### src/rtl/gimbal_to_chassis_velocity_rotation_core_assert.svh
// ----------------------------------------------------------------------------
// Assertion macros for the gimbal-to-chassis velocity rotation core
// Implication checks clocked by clk and disabled while rst_n is low.
// ----------------------------------------------------------------------------
`ifndef GIMBAL_TO_CHASSIS_VELOCITY_ROTATION_CORE_ASSERT_SVH
`define GIMBAL_TO_CHASSIS_VELOCITY_ROTATION_CORE_ASSERT_SVH

// Consequent must hold in the same cycle as the antecedent.
`define GCVR_ASSERT_SAME(lbl, ante, cons, msg) \
  lbl: assert property (@(posedge clk) disable iff (!rst_n) (ante) |-> (cons)) \
    else $error(msg);

// Consequent must hold in the cycle after the antecedent.
`define GCVR_ASSERT_NEXT(lbl, ante, cons, msg) \
  lbl: assert property (@(posedge clk) disable iff (!rst_n) (ante) |=> (cons)) \
    else $error(msg);

`endif

### src/rtl/gcvr_pkg.sv
`timescale 1ns / 1ps
// ----------------------------------------------------------------------------
// gcvr_pkg
// Shared types, constants and the CORDIC arc table of the rotation core.
// ----------------------------------------------------------------------------
package gcvr_pkg;

  // Angles in 1/256 degree.
  localparam logic signed [18:0] FULL_TURN_W  = 19'sd92160;
  localparam logic signed [18:0] HALF_TURN_W  = 19'sd46080;
  localparam logic signed [16:0] HALF_TURN    = 17'sd46080;
  localparam logic signed [16:0] QUARTER_TURN = 17'sd23040;

  localparam int unsigned CORDIC_STEPS = 16;
  localparam logic signed [33:0] CORDIC_GAIN_Q30 = 34'sd652032874;

  // Configuration register indexes.
  localparam logic [1:0] REG_ZERO_OFFSET = 2'd0;
  localparam logic [1:0] REG_DIRECTION   = 2'd1;

  typedef struct packed {
    logic                start;
    logic signed [16:0]  angle;
  } cordic_req_t;

  typedef struct packed {
    logic                busy;
    logic                done;
    logic signed [31:0]  cos_v;
    logic signed [31:0]  sin_v;
  } cordic_rsp_t;

  typedef struct packed {
    logic                start;
    logic signed [15:0]  vx;
    logic signed [15:0]  vy;
    logic signed [31:0]  cos_v;
    logic signed [31:0]  sin_v;
  } mac_req_t;

  typedef struct packed {
    logic                busy;
    logic                done;
    logic signed [15:0]  x;
    logic signed [15:0]  y;
  } mac_rsp_t;

  // Arc tangent of 2^-i in 2^-24 degree.
  function automatic logic signed [33:0] arc_at(input logic [3:0] idx);
    logic signed [33:0] a;
    case (idx)
      4'd0:    a = 34'sd754974720;
      4'd1:    a = 34'sd445687602;
      4'd2:    a = 34'sd235489089;
      4'd3:    a = 34'sd119537938;
      4'd4:    a = 34'sd60000934;
      4'd5:    a = 34'sd30029717;
      4'd6:    a = 34'sd15018523;
      4'd7:    a = 34'sd7509720;
      4'd8:    a = 34'sd3754917;
      4'd9:    a = 34'sd1877466;
      4'd10:   a = 34'sd938734;
      4'd11:   a = 34'sd469367;
      4'd12:   a = 34'sd234683;
      4'd13:   a = 34'sd117342;
      4'd14:   a = 34'sd58671;
      4'd15:   a = 34'sd29336;
      default: a = 34'sd0;
    endcase
    return a;
  endfunction

endpackage

### src/rtl/gcvr_ifs.sv
`timescale 1ns / 1ps
// ----------------------------------------------------------------------------
// gcvr channel interfaces
// Valid/ready channels for input items, results and configuration writes.
// ----------------------------------------------------------------------------
interface gcvr_in_if;
  logic               valid;
  logic               ready;
  logic [16:0]        motor_angle;
  logic               motor_online;
  logic               imu_ready;
  logic signed [31:0] chassis_yaw;
  logic signed [15:0] vel_x;
  logic signed [15:0] vel_y;

  modport source (output valid, motor_angle, motor_online, imu_ready, chassis_yaw,
                  vel_x, vel_y, input ready);
  modport sink (input valid, motor_angle, motor_online, imu_ready, chassis_yaw,
                vel_x, vel_y, output ready);
endinterface

interface gcvr_out_if;
  logic               valid;
  logic               ready;
  logic signed [15:0] rot_vel_x;
  logic signed [15:0] rot_vel_y;
  logic signed [16:0] relative_yaw;
  logic signed [31:0] world_yaw;
  logic               status;

  modport source (output valid, rot_vel_x, rot_vel_y, relative_yaw,
                  world_yaw, status, input ready);
  modport sink (input valid, rot_vel_x, rot_vel_y, relative_yaw,
                world_yaw, status, output ready);
endinterface

interface gcvr_cfg_if;
  logic        valid;
  logic        ready;
  logic [1:0]  index;
  logic [16:0] data;

  modport source (output valid, index, data, input ready);
  modport sink (input valid, index, data, output ready);
endinterface

### src/rtl/gcvr_cordic.sv
`timescale 1ns / 1ps
// ----------------------------------------------------------------------------
// gcvr_cordic
// Iterative rotation-mode CORDIC: one add/shift step per cycle, 16 steps.
// ----------------------------------------------------------------------------
module gcvr_cordic (
  input  logic                 clk,
  input  logic                 rst_n,
  input  gcvr_pkg::cordic_req_t req,
  output gcvr_pkg::cordic_rsp_t rsp
);

  logic signed [33:0] x_r, y_r, z_r;
  logic [3:0]         step_r;
  logic               busy_r;
  logic               done_r;
  logic               flip_r;

  logic signed [16:0] ang_f;
  logic               flip_nxt;
  logic signed [33:0] x_sh, y_sh, arc, neg_x, neg_y;
  logic               pos;

  // Fold the angle into [-90, 90] degrees; the half turn negates both outputs.
  always_comb begin
    ang_f    = req.angle;
    flip_nxt = 1'b0;
    if (req.angle > gcvr_pkg::QUARTER_TURN) begin
      ang_f    = req.angle - gcvr_pkg::HALF_TURN;
      flip_nxt = 1'b1;
    end else if (req.angle < -gcvr_pkg::QUARTER_TURN) begin
      ang_f    = req.angle + gcvr_pkg::HALF_TURN;
      flip_nxt = 1'b1;
    end
  end

  assign x_sh = x_r >>> step_r;
  assign y_sh = y_r >>> step_r;
  assign arc  = gcvr_pkg::arc_at(step_r);
  assign pos  = ~z_r[33];

  always_ff @(posedge clk) begin
    if (!rst_n) begin
      busy_r <= 1'b0;
      done_r <= 1'b0;
      step_r <= '0;
    end else begin
      done_r <= 1'b0;
      if (req.start) begin
        busy_r <= 1'b1;
        step_r <= '0;
      end else if (busy_r) begin
        step_r <= step_r + 4'd1;
        if (step_r == 4'(gcvr_pkg::CORDIC_STEPS - 1)) begin
          busy_r <= 1'b0;
          done_r <= 1'b1;
        end
      end
    end
  end

  always_ff @(posedge clk) begin
    if (req.start) begin
      x_r    <= gcvr_pkg::CORDIC_GAIN_Q30;
      y_r    <= '0;
      z_r    <= {{1{ang_f[16]}}, ang_f, 16'b0};
      flip_r <= flip_nxt;
    end else if (busy_r) begin
      if (pos) begin
        x_r <= x_r - y_sh;
        y_r <= y_r + x_sh;
        z_r <= z_r - arc;
      end else begin
        x_r <= x_r + y_sh;
        y_r <= y_r - x_sh;
        z_r <= z_r + arc;
      end
    end
  end

  assign neg_x = -x_r;
  assign neg_y = -y_r;

  assign rsp.busy  = busy_r;
  assign rsp.done  = done_r;
  assign rsp.cos_v = flip_r ? neg_x[31:0] : x_r[31:0];
  assign rsp.sin_v = flip_r ? neg_y[31:0] : y_r[31:0];

endmodule

### src/rtl/gcvr_mac.sv
`timescale 1ns / 1ps
// ----------------------------------------------------------------------------
// gcvr_mac
// Shared 16x32 multiplier with two accumulators for the rotated speeds.
// ----------------------------------------------------------------------------
module gcvr_mac (
  input  logic              clk,
  input  logic              rst_n,
  input  gcvr_pkg::mac_req_t req,
  output gcvr_pkg::mac_rsp_t rsp
);

  localparam logic signed [49:0] ROUND_HALF = 50'sd536870912;

  logic               busy_r;
  logic               done_r;
  logic [2:0]         issue_r;
  logic               pend_r;
  logic [1:0]         acc_id_r;
  logic signed [47:0] prod_r;
  logic signed [49:0] accx_r, accy_r;

  logic signed [15:0] op_a;
  logic signed [31:0] op_b;
  logic signed [47:0] prod;
  logic signed [49:0] prod_ext;

  function automatic logic signed [15:0] sat16(input logic signed [49:0] acc);
    logic signed [19:0] q;
    logic signed [15:0] r;
    q = acc[49:30];
    if (q > 20'sd32767) r = 16'sh7FFF;
    else if (q < -20'sd32768) r = 16'sh8000;
    else r = q[15:0];
    return r;
  endfunction

  // Product order: vx*cos, vy*sin, vx*sin, vy*cos.
  always_comb begin
    case (issue_r[1:0])
      2'd0:    begin op_a = req.vx; op_b = req.cos_v; end
      2'd1:    begin op_a = req.vy; op_b = req.sin_v; end
      2'd2:    begin op_a = req.vx; op_b = req.sin_v; end
      default: begin op_a = req.vy; op_b = req.cos_v; end
    endcase
  end

  assign prod     = op_a * op_b;
  assign prod_ext = {{2{prod_r[47]}}, prod_r};

  always_ff @(posedge clk) begin
    if (!rst_n) begin
      busy_r  <= 1'b0;
      done_r  <= 1'b0;
      pend_r  <= 1'b0;
      issue_r <= '0;
    end else begin
      done_r <= 1'b0;
      if (req.start) begin
        busy_r  <= 1'b1;
        issue_r <= '0;
        pend_r  <= 1'b0;
      end else if (busy_r) begin
        if (issue_r != 3'd4) begin
          issue_r <= issue_r + 3'd1;
          pend_r  <= 1'b1;
        end else begin
          pend_r <= 1'b0;
          busy_r <= 1'b0;
          done_r <= 1'b1;
        end
      end
    end
  end

  always_ff @(posedge clk) begin
    if (req.start) begin
      accx_r <= ROUND_HALF;
      accy_r <= ROUND_HALF;
    end else if (busy_r) begin
      prod_r   <= prod;
      acc_id_r <= issue_r[1:0];
      if (pend_r) begin
        case (acc_id_r)
          2'd0:    accx_r <= accx_r + prod_ext;
          2'd1:    accx_r <= accx_r - prod_ext;
          default: accy_r <= accy_r + prod_ext;
        endcase
      end
    end
  end

  assign rsp.busy = busy_r;
  assign rsp.done = done_r;
  assign rsp.x    = sat16(accx_r);
  assign rsp.y    = sat16(accy_r);

endmodule

### src/rtl/gimbal_to_chassis_velocity_rotation_core.sv
`timescale 1ns / 1ps
// ----------------------------------------------------------------------------
// gimbal_to_chassis_velocity_rotation_core
// Rotates a gimbal-frame velocity into the chassis frame by the gimbal yaw.
// ----------------------------------------------------------------------------
// The core takes one request at a time and returns one result per request:
// the PREP state wraps the relative yaw, the WORLD state forms the world
// yaw and starts the CORDIC (16 add/shift iterations of one shared unit),
// then the single shared 16x32 multiply-accumulate forms four products, and
// the result is loaded into the output register. The input stays not ready
// until the result has been loaded into the output register, so a new
// request is not taken before the last one is finished; a finished result
// waits in the output register until it is taken.
// Configuration writes are always taken and should only be issued while the
// core is idle.
`include "gimbal_to_chassis_velocity_rotation_core_assert.svh"

module gimbal_to_chassis_velocity_rotation_core (
  input  logic              clk,
  input  logic              rst_n,
  gcvr_in_if.sink           in_ch,
  gcvr_out_if.source        out_ch,
  gcvr_cfg_if.sink          cfg_ch
);

  typedef enum logic [5:0] {
    S_IDLE  = 6'b000001,
    S_PREP  = 6'b000010,
    S_WORLD = 6'b000100,
    S_ROT   = 6'b001000,
    S_MIX   = 6'b010000,
    S_OUT   = 6'b100000
  } state_t;

  state_t state_r, state_nxt;

  logic [16:0]        zero_offset_r;
  logic               dir_neg_r;

  logic [16:0]        angle_r;
  logic               online_r;
  logic               imu_r;
  logic signed [31:0] cyaw_r;
  logic signed [15:0] vx_r, vy_r;

  logic signed [16:0] rel_yaw_r;
  logic signed [31:0] world_yaw_r;
  logic               status_r;

  logic               out_valid_r;
  logic signed [15:0] out_x_r, out_y_r;
  logic signed [16:0] out_rel_r;
  logic signed [31:0] out_world_r;
  logic               out_status_r;

  logic               in_fire;
  logic               out_load;

  logic signed [18:0] d0, d1, d2;
  logic signed [32:0] wsum;
  logic signed [31:0] wsat;

  gcvr_pkg::cordic_req_t creq;
  gcvr_pkg::cordic_rsp_t crsp;
  gcvr_pkg::mac_req_t    mreq;
  gcvr_pkg::mac_rsp_t    mrsp;

  assign in_ch.ready  = (state_r == S_IDLE);
  assign in_fire      = in_ch.valid && in_ch.ready;
  assign cfg_ch.ready = 1'b1;
  assign out_load     = (state_r == S_OUT) && (!out_valid_r || out_ch.ready);

  // Encoder difference, sign and wrap into (-180, 180] degrees. The raw
  // difference stays within one and a half turns, so one correction is enough.
  always_comb begin
    d0 = $signed({2'b00, angle_r}) - $signed({2'b00, zero_offset_r});
    d1 = dir_neg_r ? -d0 : d0;
    if (d1 > gcvr_pkg::HALF_TURN_W) d2 = d1 - gcvr_pkg::FULL_TURN_W;
    else if (d1 <= -gcvr_pkg::HALF_TURN_W) d2 = d1 + gcvr_pkg::FULL_TURN_W;
    else d2 = d1;
  end

  always_comb begin
    wsum = {cyaw_r[31], cyaw_r} + {{16{rel_yaw_r[16]}}, rel_yaw_r};
    if (wsum[32] != wsum[31]) wsat = wsum[32] ? 32'sh80000000 : 32'sh7FFFFFFF;
    else wsat = wsum[31:0];
  end

  always_comb begin
    state_nxt = state_r;
    case (state_r)
      S_IDLE:  if (in_fire) state_nxt = S_PREP;
      S_PREP:  state_nxt = S_WORLD;
      S_WORLD: state_nxt = S_ROT;
      S_ROT:   if (crsp.done) state_nxt = S_MIX;
      S_MIX:   if (mrsp.done) state_nxt = S_OUT;
      S_OUT:   if (out_load) state_nxt = S_IDLE;
      default: state_nxt = S_IDLE;
    endcase
  end

  always_ff @(posedge clk) begin
    if (!rst_n) begin
      state_r       <= S_IDLE;
      zero_offset_r <= '0;
      dir_neg_r     <= 1'b0;
      rel_yaw_r     <= '0;
      world_yaw_r   <= '0;
      status_r      <= 1'b0;
      out_valid_r   <= 1'b0;
    end else begin
      state_r <= state_nxt;
      if (cfg_ch.valid) begin
        case (cfg_ch.index)
          gcvr_pkg::REG_ZERO_OFFSET: zero_offset_r <= cfg_ch.data;
          gcvr_pkg::REG_DIRECTION:   dir_neg_r     <= cfg_ch.data[0];
          default: ;
        endcase
      end
      if (state_r == S_PREP && online_r) rel_yaw_r <= d2[16:0];
      if (state_r == S_WORLD) begin
        if (online_r && imu_r) begin
          world_yaw_r <= wsat;
          status_r    <= 1'b1;
        end else begin
          status_r <= 1'b0;
        end
      end
      if (out_load) out_valid_r <= 1'b1;
      else if (out_ch.ready) out_valid_r <= 1'b0;
    end
  end

  always_ff @(posedge clk) begin
    if (in_fire) begin
      angle_r  <= in_ch.motor_angle;
      online_r <= in_ch.motor_online;
      imu_r    <= in_ch.imu_ready;
      cyaw_r   <= in_ch.chassis_yaw;
      vx_r     <= in_ch.vel_x;
      vy_r     <= in_ch.vel_y;
    end
    if (out_load) begin
      out_x_r      <= mrsp.x;
      out_y_r      <= mrsp.y;
      out_rel_r    <= rel_yaw_r;
      out_world_r  <= world_yaw_r;
      out_status_r <= status_r;
    end
  end

  assign creq.start = (state_r == S_WORLD);
  assign creq.angle = rel_yaw_r;

  gcvr_cordic u_cordic (
    .clk   (clk),
    .rst_n (rst_n),
    .req   (creq),
    .rsp   (crsp)
  );

  assign mreq.start = (state_r == S_ROT) && crsp.done;
  assign mreq.vx    = vx_r;
  assign mreq.vy    = vy_r;
  assign mreq.cos_v = crsp.cos_v;
  assign mreq.sin_v = crsp.sin_v;

  gcvr_mac u_mac (
    .clk   (clk),
    .rst_n (rst_n),
    .req   (mreq),
    .rsp   (mrsp)
  );

  assign out_ch.valid        = out_valid_r;
  assign out_ch.rot_vel_x    = out_x_r;
  assign out_ch.rot_vel_y    = out_y_r;
  assign out_ch.relative_yaw = out_rel_r;
  assign out_ch.world_yaw    = out_world_r;
  assign out_ch.status       = out_status_r;

  `GCVR_ASSERT_NEXT(a_accept_starts_prep, in_fire, state_r == S_PREP, "request did not start work")
  `GCVR_ASSERT_SAME(a_idle_units_quiet, state_r == S_IDLE, !crsp.busy && !mrsp.busy, "unit busy while idle")
  `GCVR_ASSERT_SAME(a_rel_yaw_range, 1'b1, rel_yaw_r > -gcvr_pkg::HALF_TURN && rel_yaw_r <= gcvr_pkg::HALF_TURN, "relative yaw out of range")
  `GCVR_ASSERT_SAME(a_valid_from_out, $rose(out_valid_r), $past(state_r == S_OUT), "result shown without finishing")

endmodule
### src/flat_wrapper.sv
// flat-port wrapper written by rule: the top's interface ports become plain ports
module gimbal_to_chassis_velocity_rotation_core_flat 
  (clk, rst_n, in_ch_valid, in_ch_motor_angle, in_ch_motor_online, in_ch_imu_ready, in_ch_chassis_yaw, in_ch_vel_x, in_ch_vel_y, in_ch_ready, out_ch_valid, out_ch_rot_vel_x, out_ch_rot_vel_y, out_ch_relative_yaw, out_ch_world_yaw, out_ch_status, out_ch_ready, cfg_ch_valid, cfg_ch_index, cfg_ch_data, cfg_ch_ready);
  gcvr_in_if in_ch_i ();
  gcvr_out_if out_ch_i ();
  gcvr_cfg_if cfg_ch_i ();
  input  logic clk;
  input  logic rst_n;
  input wire logic [$bits(in_ch_i.valid)-1:0] in_ch_valid;
  input wire logic [$bits(in_ch_i.motor_angle)-1:0] in_ch_motor_angle;
  input wire logic [$bits(in_ch_i.motor_online)-1:0] in_ch_motor_online;
  input wire logic [$bits(in_ch_i.imu_ready)-1:0] in_ch_imu_ready;
  input wire logic [$bits(in_ch_i.chassis_yaw)-1:0] in_ch_chassis_yaw;
  input wire logic [$bits(in_ch_i.vel_x)-1:0] in_ch_vel_x;
  input wire logic [$bits(in_ch_i.vel_y)-1:0] in_ch_vel_y;
  output wire logic [$bits(in_ch_i.ready)-1:0] in_ch_ready;
  output wire logic [$bits(out_ch_i.valid)-1:0] out_ch_valid;
  output wire logic [$bits(out_ch_i.rot_vel_x)-1:0] out_ch_rot_vel_x;
  output wire logic [$bits(out_ch_i.rot_vel_y)-1:0] out_ch_rot_vel_y;
  output wire logic [$bits(out_ch_i.relative_yaw)-1:0] out_ch_relative_yaw;
  output wire logic [$bits(out_ch_i.world_yaw)-1:0] out_ch_world_yaw;
  output wire logic [$bits(out_ch_i.status)-1:0] out_ch_status;
  input wire logic [$bits(out_ch_i.ready)-1:0] out_ch_ready;
  input wire logic [$bits(cfg_ch_i.valid)-1:0] cfg_ch_valid;
  input wire logic [$bits(cfg_ch_i.index)-1:0] cfg_ch_index;
  input wire logic [$bits(cfg_ch_i.data)-1:0] cfg_ch_data;
  output wire logic [$bits(cfg_ch_i.ready)-1:0] cfg_ch_ready;
  assign in_ch_i.valid = in_ch_valid;
  assign in_ch_i.motor_angle = in_ch_motor_angle;
  assign in_ch_i.motor_online = in_ch_motor_online;
  assign in_ch_i.imu_ready = in_ch_imu_ready;
  assign in_ch_i.chassis_yaw = in_ch_chassis_yaw;
  assign in_ch_i.vel_x = in_ch_vel_x;
  assign in_ch_i.vel_y = in_ch_vel_y;
  assign in_ch_ready = in_ch_i.ready;
  assign out_ch_valid = out_ch_i.valid;
  assign out_ch_rot_vel_x = out_ch_i.rot_vel_x;
  assign out_ch_rot_vel_y = out_ch_i.rot_vel_y;
  assign out_ch_relative_yaw = out_ch_i.relative_yaw;
  assign out_ch_world_yaw = out_ch_i.world_yaw;
  assign out_ch_status = out_ch_i.status;
  assign out_ch_i.ready = out_ch_ready;
  assign cfg_ch_i.valid = cfg_ch_valid;
  assign cfg_ch_i.index = cfg_ch_index;
  assign cfg_ch_i.data = cfg_ch_data;
  assign cfg_ch_ready = cfg_ch_i.ready;
  gimbal_to_chassis_velocity_rotation_core u_core (.clk(clk), .rst_n(rst_n), .in_ch(in_ch_i), .out_ch(out_ch_i), .cfg_ch(cfg_ch_i));
endmodule
### config.mk
export PLATFORM = sky130hd
export DESIGN_NAME = gimbal_to_chassis_velocity_rotation_core_flat
export DESIGN_NICKNAME = d
export VERILOG_FILES = /design/src/rtl/gcvr_pkg.sv /design/src/rtl/gcvr_ifs.sv /design/src/rtl/gcvr_cordic.sv /design/src/rtl/gcvr_mac.sv /design/src/rtl/gimbal_to_chassis_velocity_rotation_core.sv /design/src/flat_wrapper.sv
export VERILOG_INCLUDE_DIRS = /design/src /design/src/rtl
export SDC_FILE = /design/constraint.sdc
export NUM_CORES = 2
export LEC_CHECK = 0
export ABC_AREA = 1
export BUFFER_PORTS_ARGS = -buffer_cell sky130_fd_sc_hd__buf_4
export CAP_MARGIN = 0
export CORE_AREA = 2 2 382 290
export CTS_CLUSTER_SIZE = 40
export DETAILED_ROUTE_END_ITERATION = 8
export DIE_AREA = 0 0 384 292
export HOLD_SLACK_MARGIN = 0.08
export PLACE_DENSITY = 0.77
export SETUP_SLACK_MARGIN = 0.5
export SLEW_MARGIN = 20
export SYNTH_ARGS = -nofsm -noshare
export SYNTH_HDL_FRONTEND = slang
export SYNTH_SLANG_ARGS = --single-unit
### constraint.sdc
create_clock -name clk -period 8.8 [get_ports clk]
set_input_delay 0.88 -clock clk [delete_from_list [all_inputs] [get_ports clk]]
set_output_delay 0.88 -clock clk [all_outputs]
set_load 0.02 [all_outputs]
==> results.cfg <==
[drt]
finalWirelength_mm = 197
avgViaCountPerCell = 5.77
via_count = 56300
drt-initial-drc-count = 5942
drc = 0
ant_nets = 0
drt-pass1-iter-count = 6
wl_per_cell_um = 20.2

[setup_path]
critPathCaptureType = flop
crit_type = flop to flop
required_ns = 9.25
startpoint_type = flop
crit_slowest_cell = fa_1
arrival_ns = 8.78
critPathMaxFanout = 8
crit_top_cell = fa_1
cpPeakStageDelay_ns = 0.58
reg2regPathDepth = 35

[yosys]
yosys_warnings = 0
synth_cell_types = 72
syn_nets = 9052
yosys.area.top_type = fa_1
synth.cell_area_um2 = 59100
synth_seq_cells = 535
ys.flop_type = dfxtp_1
synth_area_leaders = fa_1 (17%), edfxtp_1 (12%), dfxtp_1 (10%)
synth_cells = 8066
avgSynthCellArea_um2 = 7.33
yosysSeqAreaShare_pct = 22.1
yosys.area.top_type_share_pct = 16.7
ys_async_sr_fraction_pct = 0
synth_edf_count = 234

[cells_and_area]
sequential_cell_area_um2 = 13100
num-fill-cells = 9782
multi_input_area_um2 = 40400
drive_gt1_share_pct = 9.65
syn2layout_area_growth_pct = 11.5
num-nets-final = 9249

[grt]
grt_pass1_vias = 53400
grtUsageTotal_pct = 34.4
antenna_found_initial = 8
grt_max_degree = 100
grt_overflow_total = 0
grt_pass1_wl_mm = 301

[hold_path]
hold_class = input pin to flop
hold_depth = 1

[sta]
finalSetupViolations = 0
finalHoldViolCount = 0
fin_ws_ns = 0.463
period_share_pct = 94.7
max_freq_ghz = 0.120
setup_tns_ns = 0
worst_slew_pin_slew_ns = 1.06
finalMaxSlewViolations = 0
maxSlewHeadroom_pct = 29.6
hold_slack_ns = 0.350
fin_crit_ns = 8.34
finClkSkew_ns = 0.0492
rsz0062_at_grt = true

[die]
core_um2 = 108000
fp.dieW_um = 384
rows = 105
initial_core_util_pct = 54.6
dieArea_um2 = 112000
die-height_um = 292
ios = 192

[clock_tree]
clkSinkCount = 535
clk_pin_slew_worst_paths_ns = 0.07
cts_buffers = 60
clock_insertion_delay_worst_skew_ns = 0.70
cts_max_level = 2
cts_root_buf = clkbuf_16
cts_tree = built
cts_buffer_depth = 3

[place]
hpwl_mm = 155
gp_congestion = 1.03
port_buffers = 190
pre_cts_slack_ns = 0.173

[outcome]
status = complete, no violations

[job]
maxCapViolations = 0
[cell usage in the layout (no fill, tap or decap), drive strengths merged, types with 212 or more instances in the layout]
cell type / count
buf: 362
nand3: 276
dfxtp: 301
edfxtp: 234
a21oi: 591
inv: 1516
ha: 386
nand2: 1526
o21ai: 666
nor2: 796
fa: 493
xor2: 212
[flip-flops by register name, summed over array words and instances, names as in the netlist, 17 cells and up]
signal,cells
u_core.u_mac.accx_r,50
u_core.u_mac.accy_r,50
u_core.u_mac.prod_r,48
u_core.u_cordic.x_r,34
u_core.u_cordic.y_r,34
u_core.u_cordic.z_r,34
u_core.cyaw_r,32
u_core.out_ch.world_yaw,32
u_core.world_yaw_r,32
u_core.u_cordic.arc,30
u_core.angle_r,17
u_core.out_ch.relative_yaw,17
u_core.rel_yaw_r,17
u_core.zero_offset_r,17
[critical path, delay by kind of cell (launching register included)]
family | cells | cell delay, ns
xor gates and xnor gates | 1 | 0.15
buffers and inverters | 6 | 0.53
AOI/OAI and AO/OA | 6 | 1.19
adders and majority gates | 8 | 3.66
and+or+nand+nor | 14 | 2.17
DFF | 1 | 0.38
[worst paths after layout]
check | startpoint | to | slack, ns
setup / recovery | u_core.u_cordic.x_r[1]$_SDFFE_PP1P_ | u_core.u_mac.prod_r[45]$_DFFE_PP_ | 0.46
hold / removal | in_ch_chassis_yaw[25] | u_core.cyaw_r[25]$_DFFE_PP_ | 0.35
setup reg to reg | u_core.u_cordic.x_r[1]$_SDFFE_PP1P_ | u_core.u_mac.prod_r[45]$_DFFE_PP_ | 0.46
hold reg to reg | u_core.world_yaw_r[20]$_SDFFE_PN0P_ | u_core.out_ch.world_yaw[20]$_DFFE_PP_ | 0.42
[synthesized netlist by cell type (47+ instances only)]
library cell  count
a21oi_1         587
a31oi_1          92
nor3_1           57
xor2_1          211
edfxtp_1        234
nor2_1          782
nor4_1           47
o21ai_1         128
nand2_1        1498
o21ai_0         527
xnor2_1         138
inv_1          1495
o211ai_1         61
ha_1            386
fa_1            493
nand3_1         269
dfxtp_1         301
clkbuf_1        160
[cells by family after synthesis]
family	share of synthesized area [%]
AO/OA/AOI/OAI	16.0
XOR/XNOR	5.21
adder cells (fa/ha/maj)	24.9
buffers and inverters	11.5
flip-flops	22.1
multiplexers	0.531
other	0.00634
AND/OR/NAND/NOR	19.8
[area by class of cell]
type                    instances  area share, %
well taps                    1444           2.74
repair buffers                362           4.28
inverters                    1537           8.85
flip-flops and latches        535           19.8
diodes                          3         0.0114
clock inverters                31          0.620
multi-input cells            5767           61.2
clock buffers                  83           2.51
[metal layers]
layer  vias up  wire, um  track usage (%)  part of all wire, %
met3       391     24400             10.2                   12
met4         6      6120             9.78                  3.1
met5         -        36                0                0.018
met1     26800     85900             50.1                   44
met2      2723     80300             49.0                   41
li1      26400         -                -                    -
[repair_timing]
item                       in CTS  in global routing
setup buffers                   2                 56
resized for setup              20                258
pin swaps                       2                111
cloned                          0                  1
hold buffers                    0                  0
hold endpoints to repair        0                  0
setup endpoints to repair      18                 23
[metrics by stage]
stage          area [um2]  utilization [%]  instances
5_1_grt             66000             60.9       9762
3_5_place_dp        62400             57.6       9586
6_report            66000             60.9       9762
2_1_floorplan       59200                -       8066
4_1_cts             64500             59.5       9702
3_3_place_gp        62400             57.6       9586
Power is left out: the tool's default activity adds up to more than one toggle a clock period on the data nets, which glitch-free logic cannot reach.
